--- src/sv/i2cm_pkg.sv ---
// Package: shared types, constants and codes of the I2C master byte engine.
package i2cm_pkg;

  // Tick counter width and derived widths
  localparam int unsigned TICK_W = 16;
  localparam int unsigned CFG_W = 16;
  localparam int unsigned CFG_IDX_W = 8;
  localparam int unsigned LEN_W = ((CFG_W + 1 > TICK_W) ? CFG_W + 1 : TICK_W) + 1;

  localparam logic [7:0] MSB_MASK = 8'h80;
  localparam logic [3:0] BITS_PER_BYTE = 4'd8;
  localparam int unsigned POST_ACK_TICKS = 100;

  localparam logic [CFG_W-1:0] CFG_RESET_TICKS = CFG_W'(8);

  // Command codes
  localparam logic [2:0] CMD_NONE = 3'd0;
  localparam logic [2:0] CMD_START = 3'd1;
  localparam logic [2:0] CMD_STOP = 3'd2;
  localparam logic [2:0] CMD_WRITE = 3'd3;
  localparam logic [2:0] CMD_READ = 3'd4;

  // Configuration register indexes
  localparam logic [CFG_IDX_W-1:0] REG_CLOCK_LOW = CFG_IDX_W'(0);
  localparam logic [CFG_IDX_W-1:0] REG_CLOCK_HIGH = CFG_IDX_W'(1);
  localparam logic [CFG_IDX_W-1:0] REG_START_HOLD = CFG_IDX_W'(2);
  localparam logic [CFG_IDX_W-1:0] REG_STOP_HOLD = CFG_IDX_W'(3);

  typedef enum logic [3:0] {
    PH_IDLE     = 4'd0,
    PH_ST_HIGH  = 4'd1,
    PH_ST_HOLD  = 4'd2,
    PH_ST_LOW   = 4'd3,
    PH_SP_LOW   = 4'd4,
    PH_SP_HIGH  = 4'd5,
    PH_SP_HOLD  = 4'd6,
    PH_WR_LEAD  = 4'd7,
    PH_WR_HIGH  = 4'd8,
    PH_WR_TRAIL = 4'd9,
    PH_RD_LEAD  = 4'd10,
    PH_RD_HIGH  = 4'd11,
    PH_RD_TRAIL = 4'd12,
    PH_RD_POST  = 4'd13
  } phase_e;

  typedef struct packed {
    logic [CFG_W-1:0] clock_low_ticks;
    logic [CFG_W-1:0] clock_high_ticks;
    logic [CFG_W-1:0] start_hold_ticks;
    logic [CFG_W-1:0] stop_hold_ticks;
  } cfg_t;

  typedef struct packed {
    logic [2:0] command;
    logic [7:0] tx_byte;
    logic       sda_sample;
  } cmd_item_t;

  typedef struct packed {
    logic       scl_level;
    logic       sda_level;
    logic       sda_drive;
    logic       busy_res;
    logic       done_res;
    logic [7:0] rx_byte;
    logic       ack_seen;
    logic       rejected;
  } res_item_t;

endpackage

--- src/sv/i2cm_if.sv ---
// Interfaces: command, result and configuration channels of the I2C master engine.
interface i2cm_cmd_if;
  import i2cm_pkg::*;
  logic       valid;
  logic       ready;
  logic [2:0] command;
  logic [7:0] tx_byte;
  logic       sda_sample;
  modport source (output valid, command, tx_byte, sda_sample, input ready);
  modport sink (input valid, command, tx_byte, sda_sample, output ready);
endinterface

interface i2cm_res_if;
  import i2cm_pkg::*;
  logic       valid;
  logic       ready;
  logic       scl_level;
  logic       sda_level;
  logic       sda_drive;
  logic       busy_res;
  logic       done_res;
  logic [7:0] rx_byte;
  logic       ack_seen;
  logic       rejected;
  modport source (output valid, scl_level, sda_level, sda_drive, busy_res, done_res,
                  rx_byte, ack_seen, rejected, input ready);
  modport sink (input valid, scl_level, sda_level, sda_drive, busy_res, done_res,
                rx_byte, ack_seen, rejected, output ready);
endinterface

interface i2cm_cfg_if;
  import i2cm_pkg::*;
  logic                 valid;
  logic                 ready;
  logic [CFG_IDX_W-1:0] index;
  logic [CFG_W-1:0]     data;
  modport source (output valid, index, data, input ready);
  modport sink (input valid, index, data, output ready);
endinterface

--- src/sv/i2c_master_byte_engine.sv ---
// Top level: I2C master byte engine with input register, sequencer and result register.
// One command item is one bus tick; the engine takes one item per clock cycle and returns
// exactly one result item for each, passing through the item register and then the
// sequencer's combinational update into the result register. Throughput is limited only by
// the result channel: a stalled result holds the pipeline, a free one lets an item enter
// every cycle. Timing registers give SCL low, SCL high, start hold and stop hold in ticks;
// zero lengths count as one tick and lengths saturate at the 16-bit tick counter maximum.
// Commands issued while a sequence runs are ignored and flagged as rejected.
module i2c_master_byte_engine (
  input  logic      clk_i,
  input  logic      rst_ni,
  i2cm_cmd_if.sink  cmd_if,
  i2cm_res_if.source res_if,
  i2cm_cfg_if.sink  cfg_if
);
  import i2cm_pkg::*;

  cfg_t      cfg;
  cmd_item_t in_q;
  logic      in_valid_q;
  res_item_t res_d, res_q;
  logic      out_valid_q;
  logic      adv, step;

  // Pipeline moves when the result register is free or being drained
  assign adv  = !out_valid_q || res_if.ready;
  assign step = in_valid_q && adv;
  assign cmd_if.ready = !in_valid_q || adv;

  i2cm_cfg_regs u_cfg (
    .clk_i  (clk_i),
    .rst_ni (rst_ni),
    .cfg_if (cfg_if),
    .cfg_o  (cfg)
  );

  i2cm_core u_core (
    .clk_i  (clk_i),
    .rst_ni (rst_ni),
    .step_i (step),
    .item_i (in_q),
    .cfg_i  (cfg),
    .res_o  (res_d)
  );

  // Input item register
  always_ff @(posedge clk_i or negedge rst_ni) begin
    if (!rst_ni) begin
      in_valid_q <= 1'b0;
    end else if (cmd_if.ready) begin
      in_valid_q <= cmd_if.valid;
    end
  end

  always_ff @(posedge clk_i) begin
    if (cmd_if.ready && cmd_if.valid) begin
      in_q <= '{cmd_if.command, cmd_if.tx_byte, cmd_if.sda_sample};
    end
  end

  // Result register
  always_ff @(posedge clk_i or negedge rst_ni) begin
    if (!rst_ni) begin
      out_valid_q <= 1'b0;
    end else if (adv) begin
      out_valid_q <= in_valid_q;
    end
  end

  always_ff @(posedge clk_i) begin
    if (step) begin
      res_q <= res_d;
    end
  end

  assign res_if.valid     = out_valid_q;
  assign res_if.scl_level = res_q.scl_level;
  assign res_if.sda_level = res_q.sda_level;
  assign res_if.sda_drive = res_q.sda_drive;
  assign res_if.busy_res  = res_q.busy_res;
  assign res_if.done_res  = res_q.done_res;
  assign res_if.rx_byte   = res_q.rx_byte;
  assign res_if.ack_seen  = res_q.ack_seen;
  assign res_if.rejected  = res_q.rejected;

endmodule

--- src/sv/i2cm_cfg_regs.sv ---
// Configuration register file: bus timing values in ticks.
module i2cm_cfg_regs (
  input  logic           clk_i,
  input  logic           rst_ni,
  i2cm_cfg_if.sink       cfg_if,
  output i2cm_pkg::cfg_t cfg_o
);
  import i2cm_pkg::*;

  cfg_t cfg_q, cfg_d;

  assign cfg_if.ready = 1'b1;

  // Decode the write; unknown indexes are dropped
  always_comb begin
    cfg_d = cfg_q;
    if (cfg_if.valid) begin
      unique case (cfg_if.index)
        REG_CLOCK_LOW:  cfg_d.clock_low_ticks = cfg_if.data;
        REG_CLOCK_HIGH: cfg_d.clock_high_ticks = cfg_if.data;
        REG_START_HOLD: cfg_d.start_hold_ticks = cfg_if.data;
        REG_STOP_HOLD:  cfg_d.stop_hold_ticks = cfg_if.data;
        default: ;
      endcase
    end
  end

  always_ff @(posedge clk_i or negedge rst_ni) begin
    if (!rst_ni) begin
      cfg_q <= '{CFG_RESET_TICKS, CFG_RESET_TICKS, CFG_RESET_TICKS, CFG_RESET_TICKS};
    end else begin
      cfg_q <= cfg_d;
    end
  end

  assign cfg_o = cfg_q;

endmodule

--- src/sv/i2cm_core.sv ---
// Bus sequencer: per-tick phase, counter, shifter and pin state update.
module i2cm_core (
  input  logic                clk_i,
  input  logic                rst_ni,
  input  logic                step_i,
  input  i2cm_pkg::cmd_item_t item_i,
  input  i2cm_pkg::cfg_t      cfg_i,
  output i2cm_pkg::res_item_t res_o
);
  import i2cm_pkg::*;

  localparam logic [LEN_W-1:0] CNT_MAX = LEN_W'({TICK_W{1'b1}});

  phase_e            phase_q, phase_d;
  logic [TICK_W-1:0] tick_q, tick_d;
  logic [3:0]        bit_q, bit_d;
  logic [7:0]        shift_q, shift_d;
  logic [7:0]        rx_hold_q, rx_hold_d;
  logic              ack_q, ack_d;
  logic              scl_q, scl_d;
  logic              sda_q, sda_d;
  logic              oe_q, oe_d;
  logic              done, rej;
  logic [LEN_W-1:0]  len;

  // Length of a phase in ticks, clamped to 1 .. counter maximum
  function automatic logic [LEN_W-1:0] phase_len(phase_e ph, cfg_t c);
    logic [LEN_W-1:0] d;
    unique case (ph)
      PH_ST_HIGH, PH_WR_HIGH, PH_RD_HIGH: d = LEN_W'(c.clock_high_ticks);
      PH_ST_HOLD:  d = LEN_W'(c.start_hold_ticks);
      PH_ST_LOW:   d = LEN_W'(c.clock_low_ticks);
      PH_SP_LOW:   d = LEN_W'(c.clock_low_ticks) << 1;
      PH_SP_HIGH:  d = LEN_W'(c.clock_high_ticks) << 1;
      PH_SP_HOLD:  d = LEN_W'(c.stop_hold_ticks);
      PH_RD_POST:  d = LEN_W'(POST_ACK_TICKS);
      default:     d = LEN_W'(c.clock_low_ticks >> 1);
    endcase
    if (d == '0) d = LEN_W'(1);
    if (d > CNT_MAX) d = CNT_MAX;
    return d;
  endfunction

  // Next state for one tick
  always_comb begin
    phase_d   = phase_q;
    tick_d    = tick_q;
    bit_d     = bit_q;
    shift_d   = shift_q;
    rx_hold_d = rx_hold_q;
    ack_d     = ack_q;
    scl_d     = scl_q;
    sda_d     = sda_q;
    oe_d      = oe_q;
    done      = 1'b0;
    rej       = 1'b0;
    len       = '0;

    // Command launch or reject
    if (item_i.command == CMD_START || item_i.command == CMD_STOP ||
        item_i.command == CMD_WRITE || item_i.command == CMD_READ) begin
      if (phase_q != PH_IDLE) begin
        rej = 1'b1;
      end else begin
        tick_d = '0;
        bit_d  = '0;
        unique case (item_i.command)
          CMD_START: begin
            oe_d = 1'b1; sda_d = 1'b1; scl_d = 1'b1; phase_d = PH_ST_HIGH;
          end
          CMD_STOP: begin
            oe_d = 1'b1; sda_d = 1'b0; scl_d = 1'b0; phase_d = PH_SP_LOW;
          end
          CMD_WRITE: begin
            shift_d = item_i.tx_byte;
            oe_d = 1'b1; scl_d = 1'b0;
            sda_d = |(item_i.tx_byte & MSB_MASK);
            phase_d = PH_WR_LEAD;
          end
          default: begin
            shift_d = '0;
            oe_d = 1'b0; scl_d = 1'b0; phase_d = PH_RD_LEAD;
          end
        endcase
      end
    end

    // Tick count and phase advance
    if (phase_d != PH_IDLE) begin
      tick_d = tick_d + TICK_W'(1);
      len = phase_len(phase_d, cfg_i);
      if (LEN_W'(tick_d) >= len) begin
        tick_d = '0;
        unique case (phase_d)
          PH_ST_HIGH: begin phase_d = PH_ST_HOLD; sda_d = 1'b0; end
          PH_ST_HOLD: begin phase_d = PH_ST_LOW; scl_d = 1'b0; end
          PH_ST_LOW:  begin phase_d = PH_IDLE; done = 1'b1; end
          PH_SP_LOW:  begin phase_d = PH_SP_HIGH; scl_d = 1'b1; end
          PH_SP_HIGH: begin phase_d = PH_SP_HOLD; sda_d = 1'b1; end
          PH_SP_HOLD: begin phase_d = PH_IDLE; oe_d = 1'b0; done = 1'b1; end
          PH_WR_LEAD: begin
            phase_d = PH_WR_HIGH; scl_d = 1'b1;
            if (bit_d >= BITS_PER_BYTE) oe_d = 1'b0;
          end
          PH_WR_HIGH: begin
            scl_d = 1'b0;
            if (bit_d >= BITS_PER_BYTE) begin
              // acknowledge clock: sample and go back to driving low
              ack_d = ~item_i.sda_sample;
              oe_d = 1'b1;
              phase_d = PH_IDLE;
              done = 1'b1;
            end else begin
              phase_d = PH_WR_TRAIL;
            end
          end
          PH_WR_TRAIL: begin
            shift_d = shift_d << 1;
            bit_d = bit_d + 4'd1;
            sda_d = (bit_d >= BITS_PER_BYTE) ? 1'b0 : |(shift_d & MSB_MASK);
            phase_d = PH_WR_LEAD;
          end
          PH_RD_LEAD: begin phase_d = PH_RD_HIGH; scl_d = 1'b1; end
          PH_RD_HIGH: begin
            if (bit_d < BITS_PER_BYTE) shift_d = {shift_d[6:0], item_i.sda_sample};
            scl_d = 1'b0;
            phase_d = PH_RD_TRAIL;
          end
          PH_RD_TRAIL: begin
            if (bit_d >= BITS_PER_BYTE) begin
              phase_d = PH_RD_POST;
            end else begin
              bit_d = bit_d + 4'd1;
              // last data bit done: drive the master ACK
              if (bit_d >= BITS_PER_BYTE) begin
                sda_d = 1'b0; oe_d = 1'b1;
              end
              phase_d = PH_RD_LEAD;
            end
          end
          PH_RD_POST: begin rx_hold_d = shift_d; phase_d = PH_IDLE; done = 1'b1; end
          default: phase_d = PH_IDLE;
        endcase
      end
    end
  end

  // State registers, updated once per tick
  always_ff @(posedge clk_i or negedge rst_ni) begin
    if (!rst_ni) begin
      phase_q   <= PH_IDLE;
      tick_q    <= '0;
      bit_q     <= '0;
      shift_q   <= '0;
      rx_hold_q <= '0;
      ack_q     <= 1'b0;
      scl_q     <= 1'b1;
      sda_q     <= 1'b1;
      oe_q      <= 1'b1;
    end else if (step_i) begin
      phase_q   <= phase_d;
      tick_q    <= tick_d;
      bit_q     <= bit_d;
      shift_q   <= shift_d;
      rx_hold_q <= rx_hold_d;
      ack_q     <= ack_d;
      scl_q     <= scl_d;
      sda_q     <= sda_d;
      oe_q      <= oe_d;
    end
  end

  // Result of this tick
  always_comb begin
    res_o.scl_level = scl_d;
    res_o.sda_level = sda_d;
    res_o.sda_drive = oe_d;
    res_o.busy_res  = (phase_d != PH_IDLE);
    res_o.done_res  = done;
    res_o.rx_byte   = rx_hold_d;
    res_o.ack_seen  = ack_d;
    res_o.rejected  = rej;
  end

`ifndef NO_ASSERTIONS
  // a sequence can only finish from a running phase
  a_done_needs_busy: assert property (@(posedge clk_i) disable iff (!rst_ni)
    step_i && done |-> phase_q != PH_IDLE)
    else $error("done without a running sequence");

  // bit counter never runs past the acknowledge slot
  a_bit_range: assert property (@(posedge clk_i) disable iff (!rst_ni)
    bit_q <= BITS_PER_BYTE)
    else $error("bit index out of range");

  // idle always leaves the tick counter cleared
  a_idle_count: assert property (@(posedge clk_i) disable iff (!rst_ni)
    phase_q == PH_IDLE |-> tick_q == '0)
    else $error("tick counter not cleared in idle");

  // SDA is released while the slave drives the write ACK
  a_ack_release: assert property (@(posedge clk_i) disable iff (!rst_ni)
    phase_q == PH_WR_HIGH && bit_q >= BITS_PER_BYTE |-> !oe_q)
    else $error("SDA driven during write acknowledge");
`endif

endmodule
--- src/flat_wrapper.sv ---
// flat-port wrapper written by rule: the top's interface ports become plain ports
module i2c_master_byte_engine_flat import i2cm_pkg::*;
  (clk_i, rst_ni, cmd_if_valid, cmd_if_command, cmd_if_tx_byte, cmd_if_sda_sample, cmd_if_ready, res_if_valid, res_if_scl_level, res_if_sda_level, res_if_sda_drive, res_if_busy_res, res_if_done_res, res_if_rx_byte, res_if_ack_seen, res_if_rejected, res_if_ready, cfg_if_valid, cfg_if_index, cfg_if_data, cfg_if_ready);
  i2cm_cmd_if cmd_if_i ();
  i2cm_res_if res_if_i ();
  i2cm_cfg_if cfg_if_i ();
  input  logic clk_i;
  input  logic rst_ni;
  input wire logic [$bits(cmd_if_i.valid)-1:0] cmd_if_valid;
  input wire logic [$bits(cmd_if_i.command)-1:0] cmd_if_command;
  input wire logic [$bits(cmd_if_i.tx_byte)-1:0] cmd_if_tx_byte;
  input wire logic [$bits(cmd_if_i.sda_sample)-1:0] cmd_if_sda_sample;
  output wire logic [$bits(cmd_if_i.ready)-1:0] cmd_if_ready;
  output wire logic [$bits(res_if_i.valid)-1:0] res_if_valid;
  output wire logic [$bits(res_if_i.scl_level)-1:0] res_if_scl_level;
  output wire logic [$bits(res_if_i.sda_level)-1:0] res_if_sda_level;
  output wire logic [$bits(res_if_i.sda_drive)-1:0] res_if_sda_drive;
  output wire logic [$bits(res_if_i.busy_res)-1:0] res_if_busy_res;
  output wire logic [$bits(res_if_i.done_res)-1:0] res_if_done_res;
  output wire logic [$bits(res_if_i.rx_byte)-1:0] res_if_rx_byte;
  output wire logic [$bits(res_if_i.ack_seen)-1:0] res_if_ack_seen;
  output wire logic [$bits(res_if_i.rejected)-1:0] res_if_rejected;
  input wire logic [$bits(res_if_i.ready)-1:0] res_if_ready;
  input wire logic [$bits(cfg_if_i.valid)-1:0] cfg_if_valid;
  input wire logic [$bits(cfg_if_i.index)-1:0] cfg_if_index;
  input wire logic [$bits(cfg_if_i.data)-1:0] cfg_if_data;
  output wire logic [$bits(cfg_if_i.ready)-1:0] cfg_if_ready;
  assign cmd_if_i.valid = cmd_if_valid;
  assign cmd_if_i.command = cmd_if_command;
  assign cmd_if_i.tx_byte = cmd_if_tx_byte;
  assign cmd_if_i.sda_sample = cmd_if_sda_sample;
  assign cmd_if_ready = cmd_if_i.ready;
  assign res_if_valid = res_if_i.valid;
  assign res_if_scl_level = res_if_i.scl_level;
  assign res_if_sda_level = res_if_i.sda_level;
  assign res_if_sda_drive = res_if_i.sda_drive;
  assign res_if_busy_res = res_if_i.busy_res;
  assign res_if_done_res = res_if_i.done_res;
  assign res_if_rx_byte = res_if_i.rx_byte;
  assign res_if_ack_seen = res_if_i.ack_seen;
  assign res_if_rejected = res_if_i.rejected;
  assign res_if_i.ready = res_if_ready;
  assign cfg_if_i.valid = cfg_if_valid;
  assign cfg_if_i.index = cfg_if_index;
  assign cfg_if_i.data = cfg_if_data;
  assign cfg_if_ready = cfg_if_i.ready;
  i2c_master_byte_engine u_core (.clk_i(clk_i), .rst_ni(rst_ni), .cmd_if(cmd_if_i), .res_if(res_if_i), .cfg_if(cfg_if_i));
endmodule
--- config.mk ---
export PLATFORM = sky130hd
export DESIGN_NAME = i2c_master_byte_engine_flat
export DESIGN_NICKNAME = d
export VERILOG_FILES = /design/src/sv/i2cm_pkg.sv /design/src/sv/i2cm_if.sv /design/src/sv/i2c_master_byte_engine.sv /design/src/sv/i2cm_cfg_regs.sv /design/src/sv/i2cm_core.sv /design/src/flat_wrapper.sv
export SDC_FILE = /design/constraint.sdc
export NUM_CORES = 1
export LEC_CHECK = 0
export ABC_AREA = 0
export ABC_CLOCK_PERIOD_IN_PS = 6320
export BUFFER_PORTS_ARGS = -buffer_cell sky130_fd_sc_hd__buf_2
export CORE_ASPECT_RATIO = 0.8
export CORE_MARGIN = 2
export CORE_UTILIZATION = 50
export DETAILED_ROUTE_END_ITERATION = 6
export HOLD_SLACK_MARGIN = 0.08
export PLACE_DENSITY_LB_ADDON = 0.25
export SLEW_MARGIN = 20
export SYNTH_ARGS = -nofsm -noshare
export SYNTH_HDL_FRONTEND = slang
export SYNTH_SLANG_ARGS = --single-unit
--- constraint.sdc ---
create_clock -name clk_i -period 6.32 [get_ports clk_i]
set_input_delay 1.264 -clock clk_i [delete_from_list [all_inputs] [get_ports clk_i]]
set_output_delay 1.264 -clock clk_i [all_outputs]
set_load 0.02 [all_outputs]
==> qor.yml <==
run:
  maxCapViolCount: 0
clock_network:
  clk_pin_slew_ns: 0.06
  clock_latency_ns: 0.43
  cts_root_buf: "clkbuf_16"
  cts.sinks: 137
  cts_max_level: 4
  cts_tree: "built"
  ctsHoldBuffers: 0
  cts_setup_buffers: 0
  clockBufferDepth: 2
  cts-resized-gates: 0
  numCtsBuffers: 17
timing:
  slew_headroom: 0.295
  worst-slew-pin-transition_ns: 1.05
  drv_slew: 0
  final.setup_skew_ns: 0.00849
  finalSetupTns_ns: 0
  setup_viol: 0
  period_share: 0.881
  fmax_mhz: 180
  rsz0062_at_grt: "no"
  finalHoldViolCount: 0
  layout_min_cycle_time_ns: 5.57
logic_synthesis:
  netlist_area_mm2: 0.00776
  ys_seq_area_frac: 0.460
  synthArstFlopShare: 0.803
  synthSimpleGateAreaFrac: 0.168
  synth.ff_latch_count: 137
  synth_area_leaders: "dfrtp_1 33%, edfxtp_1 10%, mux2_2 10%"
  synth_top_family_by_area: "simple AND/OR/NAND/NOR gates"
  synth_edf_count: 27
  yosys.area.top_type_share: 0.332
  synth_compound_area_frac: 0.164
  synth.area.mux_share: 0.125
  synth_area_per_cell_um2: 10.1
  yosys.area.top_type: "dfrtp_1"
  synth_cells: 772
  synthAdderAreaFrac: 0.0306
  ys_warn_count: 0
  synth_cell_types: 70
  dominantRegCellSynth: "dfrtp_1"
  synth_fp_nets: 832
  synth_xor_area_frac: 0.0169
floorplan:
  fp-row-count: 40
  die-width_um: 143
  start_util: 0.513
  die_area_mm2: 0.0165
  core_area_mm2: 0.0151
  die_y_um: 115
  ios: 59
worst_setup_path:
  crit_type: "reg2reg"
  cp_max_fo: 17
  worstPathArrival_ns: 5.72
  end_kind: "flop"
  rrSetupSlack_ns: 0.75
  r2r.worst_path.cells: 15
  regToRegEndpoint: "u_core.res_if.busy_res"
  r2r-start: "u_core.u_core.phase_q[0]"
  worstSetupStartpointType: "flop"
  required_ns: 6.47
layout:
  area.growth.synth_to_final_pct: 13.4
  antenna-diode-count: 0
  nNetsFinal: 879
  drive_above_1_share: 0.227
global_route:
  grt_pass1_wl_um: 34100
  first_global_vias: 6287
  antenna_found_initial: 0
  track_usage: 0.268
  grt_max_degree: 68
  grt_overflow: 0
routing:
  ant_nets: 0
  first_iter_violations: 774
  drc_errors: 2
  wirelength_um: 21000
  post_drt_via_cell_ratio: 6.22
  vias: 6482
  first_pass_iters: 7
  wl_per_cell_um: 20.2
pwr:
  powerDensity_mw_per_mm2: 415
  p_leak_nw: 3.88
  peakVddDrop_mv: 0.255
  p_total_mw: 3.65
hold_path:
  whs_path_depth: 1
  min_path_type: "reg2reg"
  holdPathEnd: "u_core.u_core.bit_q[2]"
  min_from: "u_core.u_core.bit_q[2]"
status:
  outcome: "finished, violations left"
  violations: "DRC"
placement:
  portBuffers: 57
  gp_congestion: 1.01
  dp_hpwl_um: 14900
## layout make-up
cell class / count / area, um^2
Multi-Input combinational cell: 574 / 3920
Sequential cell: 137 / 3570
Clock buffer: 20 / 479
Fill cell: 1323 / 6310
Tap cell: 210 / 263
Timing Repair Buffer: 73 / 408
Inverter: 16 / 60.1
Clock inverter: 12 / 101
## cells by family after synthesis
group | Yosys count
adder cells (fa/ha/maj) | 19
buffers and inverters | 61
XOR/XNOR | 15
AO/OA/AOI/OAI | 183
multiplexers | 88
other | 1
AND/OR/NAND/NOR | 268
flip-flops | 137
## cell usage in the layout, fill, tap and decap left out, types with 16 or more instances in the layout
master     instances
nand2_1           85
nor3_1            18
mux2i_1           18
buf_2             56
dfrtp_1          103
ha_1              19
mux2_2            70
edfxtp_1          27
nand3_1           22
clkbuf_16         19
nor2_1            72
a21oi_1           28
buf_4             17
o21ai_0           40
inv_1             16
## critical path: stages, from the launching register on
cell       delay [ns]
dfrtp_1          0.54
or4b_1           0.59
a21oi_1          0.35
and3_1           0.66
a22o_1           0.57
nor2_1           0.13
ha_1             0.32
a21o_1           0.18
a21oi_1          0.14
o221ai_1         0.12
a21oi_1          0.18
a2bb2oi_1        0.41
and2_0           0.46
buf_4            0.32
and3_1           0.18
o211ai_1         0.12
## cells in the mapped netlist, types with 3 or more instances
library cell	count
nand4_1	9
a22oi_1	14
a21oi_1	28
mux2i_1	18
inv_1	16
nor3b_1	4
a222oi_1	9
edfxtp_1	27
xor2_1	12
dfstp_2	7
nor2b_1	13
a31o_1	6
nand2b_1	8
nand2_1	85
o21ai_1	5
nor3_1	18
a31oi_1	13
o21ai_0	40
and3_1	8
dfrtp_1	103
a221o_1	8
nand3_1	22
a22o_1	7
ha_1	19
nor2_1	72
clkbuf_1	21
buf_2	21
mux2_2	70
xnor2_1	3
and2_1	8
and4_1	3
o41ai_1	4
a21o_1	10
a221oi_1	8
o221ai_1	8
o22ai_1	4
nand3b_1	3
## metal layers
layer / global-route usage / routed length (um)
met5: 0 / 0
met4: 0.0850 / 303
met3: 0.0657 / 1920
met2: 0.377 / 8940
met1: 0.407 / 9870
## power breakdown
part	switching (mW)	internal [mW]	total, mW
sequential	0.127	1.01	1.14
clock	0.419	0.559	0.978
combinational	0.962	0.568	1.53
total	1.51	2.14	3.65
## through the flow
step	worst slack (ns)	hold WS, ns	cell area (um^2)	utilization	std cells
2_1_floorplan	1.81	0.445	7760	-	772
6_report	0.753	0.486	8800	0.582	1042
3_5_place_dp	0.931	0.473	8220	0.544	1010
3_3_place_gp	1.08	0.469	8220	0.544	1010
4_1_cts	0.887	0.483	8800	0.582	1042
5_1_grt	0.322	0.505	8800	0.582	1042
## how the worst max path moves through the flow
stage                             startpoint                         end  slack [ns]  cells past startpoint
CTS                 u_core.u_core.phase_q[0]      u_core.res_if.busy_res        0.89                     15
global route        u_core.u_core.phase_q[0]      u_core.res_if.busy_res        0.32                     15
finish              u_core.u_core.phase_q[0]      u_core.res_if.busy_res        0.75                     15
floorplan                     u_core.in_q[9]  u_core.u_core.rx_hold_q[6]        1.81                     21
global placement    u_core.u_core.phase_q[0]      u_core.res_if.busy_res        1.08                     15
detailed placement  u_core.u_core.phase_q[0]  u_core.u_core.rx_hold_q[6]        0.93                     14
## flip-flops by register name, summed over array words and instances (netlist names)
register	cells
u_core.res_if.scl_level	1
u_core.res_if.rx_byte	8
u_core.u_core.sda_q	1
u_core.in_q	12
u_core.res_if.valid	1
u_core.u_core.tick_q	16
u_core.u_core.ack_q	1
u_core.u_core.oe_q	1
u_core.u_cfg.cfg_o	64
u_core.u_core.shift_q	8
u_core.res_if.ack_seen	1
u_core.in_valid_q	1
u_core.u_core.bit_q	4
u_core.u_core.rx_hold_q	8
u_core.res_if.sda_level	1
u_core.res_if.rejected	1
u_core.res_if.sda_drive	1
u_core.u_core.scl_q	1
u_core.res_if.busy_res	1
u_core.u_core.phase_q	4
u_core.res_if.done_res	1
No activity file was read; power rests on OpenSTA's default activity.
